<file path="config.mk">
export PLATFORM = sky130hd
export DESIGN_NAME = bms_cell
export DESIGN_NICKNAME = d
export VERILOG_FILES = /design/src/hw/rtl/bms_pkg.sv /design/src/hw/rtl/bms_cell.sv
export SDC_FILE = /design/constraint.sdc
export NUM_CORES = 1
export LEC_CHECK = 0
export BUFFER_PORTS_ARGS = -buffer_cell sky130_fd_sc_hd__clkbuf_2
export CAP_MARGIN = 20
export CELL_PAD_IN_SITES_DETAIL_PLACEMENT = 0
export CELL_PAD_IN_SITES_GLOBAL_PLACEMENT = 1
export CORE_ASPECT_RATIO = 1.1
export CORE_MARGIN = 1
export CORE_UTILIZATION = 28
export DETAILED_ROUTE_END_ITERATION = 12
export PLACE_DENSITY = 0.68
export SLEW_MARGIN = 30
export SYNTH_ARGS = -nofsm -noshare
export SYNTH_HDL_FRONTEND = slang
export SYNTH_SLANG_ARGS = --single-unit
</file>
<file path="constraint.sdc">
create_clock -name clock -period 7.2 [get_ports clock]
set_input_delay 1.08 -clock clock [delete_from_list [all_inputs] [get_ports clock]]
set_output_delay 1.08 -clock clock [all_outputs]
set_load 0.02 [all_outputs]
</file>
<file path="src/hw/rtl/bms_pkg.sv">
package bms_pkg;

   // built size of the store
   localparam int DEPTH = 64;
   localparam int VAL_W = 32;

   localparam int IDX_W = $clog2(DEPTH);
   localparam int CNT_W = $clog2(DEPTH + 1);

   // fixed field widths at the ports
   localparam int ITEM_W  = 32;
   localparam int MODE_W  = 2;
   localparam int CAP_W   = 7;
   localparam int COUNT_W = 7;
   localparam int RSP_W   = 16;

   localparam int CMP_W = (CAP_W > CNT_W) ? CAP_W : CNT_W;

   localparam logic [CAP_W-1:0] CAP_RESET = CAP_W'(64);

   typedef enum logic [MODE_W-1:0] {
      MODE_ADD      = 2'd0,
      MODE_REMOVE   = 2'd1,
      MODE_CONTAINS = 2'd2,
      MODE_CLEAR    = 2'd3
   } mode_type;

   typedef enum logic {
      ST_IDLE,
      ST_SCAN
   } state_type;

   // broadcast from the controller to every cell
   typedef struct packed {
      logic             wr_en;
      logic             shift_en;
      logic [CNT_W-1:0] count;
      logic [VAL_W-1:0] value;
   } cell_bus_type;

endpackage

</file>
<file path="src/hw/rtl/bms_cell.sv">
module bms_cell (
   input  logic                       clock,
   input  logic                       reset,
   input  logic [bms_pkg::IDX_W-1:0]  idx,
   input  bms_pkg::cell_bus_type      bus,
   input  logic                       act_i,
   input  logic                       hit_i,
   input  logic [bms_pkg::VAL_W-1:0]  right_entry,
   output logic                       act_o,
   output logic                       hit_o,
   output logic [bms_pkg::VAL_W-1:0]  entry_o
);
   import bms_pkg::*;

   logic [VAL_W-1:0] entry_ff;
   logic [VAL_W-1:0] entry_in;
   logic             act_ff;
   logic             hit_ff;
   logic             occupied;
   logic             match;

   assign occupied = CNT_W'(idx) < bus.count;
   assign match    = occupied && (entry_ff == bus.value);

   // hit carries "a match at or left of this cell" along with the scan token
   assign act_o   = act_ff;
   assign hit_o   = act_ff & (hit_ff | match);
   assign entry_o = entry_ff;

   always_comb begin
      entry_in = entry_ff;
      if (bus.wr_en && (CNT_W'(idx) == bus.count)) begin
         entry_in = bus.value;
      end else if (bus.shift_en && hit_o) begin
         // right neighbor has not been touched yet in this pass
         entry_in = right_entry;
      end
   end

   always_ff @(posedge clock) begin
      entry_ff <= entry_in;
   end

   always_ff @(posedge clock) begin
      if (reset) begin
         act_ff <= 1'b0;
         hit_ff <= 1'b0;
      end else begin
         act_ff <= act_i;
         hit_ff <= hit_i;
      end
   end

endmodule

</file>
==> impl_metrics.ini <==
[die]
placementRows = 31
floorplan.die.height_um = 89.7
start_util_pct = 29.4
core-area_um2 = 6670
die-area_um2 = 7330
io_pins = 117
die_x_um = 81.7

[finish]
final_nets = 349
utilization_pct = 40.8
stdcell_area_um2 = 2720
antenna_cells = 0
drive_above_1_share_pct = 60.2
area_delta_synth_final_pct = 39.1
fin_cells = 343

[logic_synthesis]
synth.avg_cell_area_um2 = 14.2
synth_area_um2 = 1960
seq_area_frac_synth_pct = 51.1
ys_types = 20
synth_seq_cells = 34
synthCells = 138
yosysWarnings = 0
syn-num-nets = 227

[worst_setup_path]
max_stage_delay_ps = 510
start_kind = input port
critPathMaxFanout = 2
required_ps = 6120
reg2reg_to = entry_o[21]
r2r-start = entry_o[5]
path_cells = clkbuf_2 > xnor2_1 > nand4_1 > nor4_1 > a32o_2 > clkbuf_2
cp_slowest_cell = nor4_1
critPathArrivalTime_ps = 2420
path_class = input port to primary output
worstRegToRegCells = 6
cp_common_cell = clkbuf_2
r2r_setup_slack_ps = 4820
worstSetupEndpointType = primary output

[power_and_ir_drop]
power.density_nw_per_um2 = 155
ir_drop_mv = 0.0776
leakage_nw = 1.16

[job]
cap_viol_max_count = 0

[place]
dpl_cell_area_um2 = 2640
portBuffers = 116
gp_congestion = 0.674
place_inst = 335
place_hpwl_um = 3860

[global_routing]
grt_pass1_wl_um = 7280
antenna_found_initial = 0
grt_pass1_vias = 1573
track_usage_pct = 13.2
grt_max_degree = 33
grt.overflow.total = 0

[clock_network]
ctsHoldBuffers = 0
ctsHtreeMaxLevel = 2
clk_latency_ps = 280
cts_tree = done
cts_resized = 0
postCtsSetupBuffers = 0
path_clk_slew_ps = 70
cts_buffers = 5
cts-root-buf = clkbuf_8
clock_sinks = 34
cts_max_path_buffers = 2

[timing]
setup_viol = 0
period_needed_ps = 3500
fmax_mhz = 286
rsz0062_at_grt = no
fin_worst_skew_ps = 11.6
slew_viol_final = 0
finalSetupTns_ps = 0
fin_crit_sh_pct = 48.6
tightest_slew_ps = 679
hold_violations = 0
maxSlewHeadroom_pct = 54.6

[min_path]
hold_path.startpoint = reset
whs_path_depth = 2
hold_path.class = input port to register
min_to = act_o

[routing]
dr.pass1.iters = 4
drtIter0Drc = 29
via_count = 1522
ant_nets = 0
vias_per_cell = 4.44
drcViolationCount = 0
wl_per_cell_um = 14.3
wl_um = 4920

[run_status]
status = completed
cell type report:
type,count,area [µm²]
timing repair buffer,118,616
tap,82,103
multi-input combinational,94,897
inverter,7,26.3
clock inverter,2,8.76
sequential,34,1000
fill,682,3950
clock buffer,6,72.6
worst max-delay path: cells and delay by family:
kind,cells,cell delay [ps]
XOR/XNOR,1,170
AO/OA/AOI/OAI,1,270
AND/OR/NAND/NOR,2,640
buffers and inverters,2,270
state kept, by name, summed over array words and instances (netlist names):
register,cells
act_o,1
entry_o,32
hit_ff,1
synth_stat cells:
master	n	area, µm²
nand4_1	9	56.3
nand4b_1	1	8.76
mux2_2	30	338
nand4b_4	1	23.8
ha_1	6	75.1
nor4_1	1	6.26
xnor2_1	32	280
dfxtp_1	2	40.0
nor3_1	2	10.0
a32o_2	1	11.3
edfxtp_1	32	961
inv_1	7	26.3
a21o_1	1	7.51
nor2_4	1	11.3
mux2_1	2	22.5
o2111ai_1	1	8.76
buf_6	3	33.8
nor2b_1	2	12.5
a21oi_1	2	10.0
nand3b_1	2	15.0
kinds of logic after synthesis:
kind of cell	count (synthesis)	share of synthesized area, %
muxes	32	18.4
adders and majority gates	6	3.83
xor gates and xnor gates	32	14.3
buffers and inverters	10	3.07
AOI/OAI and AO/OA	5	1.92
and+or+nand+nor	19	7.35
DFF	34	51.1
per-stage QoR:
step | worst slack (ps) | power, W | hold WS (ps)
floorplan | 4040 | 0.000258 | 1150
global placement | 3700 | 0.000291 | 1200
detailed placement | 3710 | 0.000292 | 1180
CTS | 3680 | 0.000430 | 964
global route | 3580 | 0.000443 | 986
finish | 3700 | 0.000422 | 978
where the power goes:
group          switching [W]  internal, W
combinational      0.0000277    0.0000370
clock              0.0000683    0.0000665
sequential        0.00000206     0.000220
cells in the final DEF (no fill, tap or decap), drive strengths merged:
cell type | synthesis | layout
nor2 | 1 | 1
nand4b | 2 | 2
nand4 | 9 | 9
dfxtp | 2 | 2
a32o | 1 | 1
ha | 6 | 6
nor2b | 2 | 2
xnor2 | 32 | 32
nor4 | 1 | 1
inv | 7 | 7
clkbuf | 0 | 122
a21o | 1 | 1
clkinv | 0 | 2
edfxtp | 32 | 32
a21oi | 2 | 2
buf | 3 | 2
o2111ai | 1 | 1
mux2 | 32 | 32
nand3b | 2 | 2
nor3 | 2 | 2
layer usage:
layer / up-vias / wire length (µm) / global-route usage [%]
met5: - / 0 / 0
met4: 0 / 32 / 3.07
met3: 4 / 515 / 4.57
met2: 93 / 2190 / 20.9
met1: 669 / 2180 / 17.0
li1: 756 / - / -
worst max path at each step:
stage	from	slack [ps]	endpoint	cells past startpoint
floorplan	bus[37]	4040	entry_o[0]	7
global placement	bus[26]	3700	hit_o	6
detailed placement	bus[5]	3710	hit_o	6
CTS	bus[5]	3680	hit_o	6
global route	bus[24]	3580	hit_o	6
finish	bus[5]	3700	hit_o	6
Note: power is estimated with default switching activity, not from simulation.
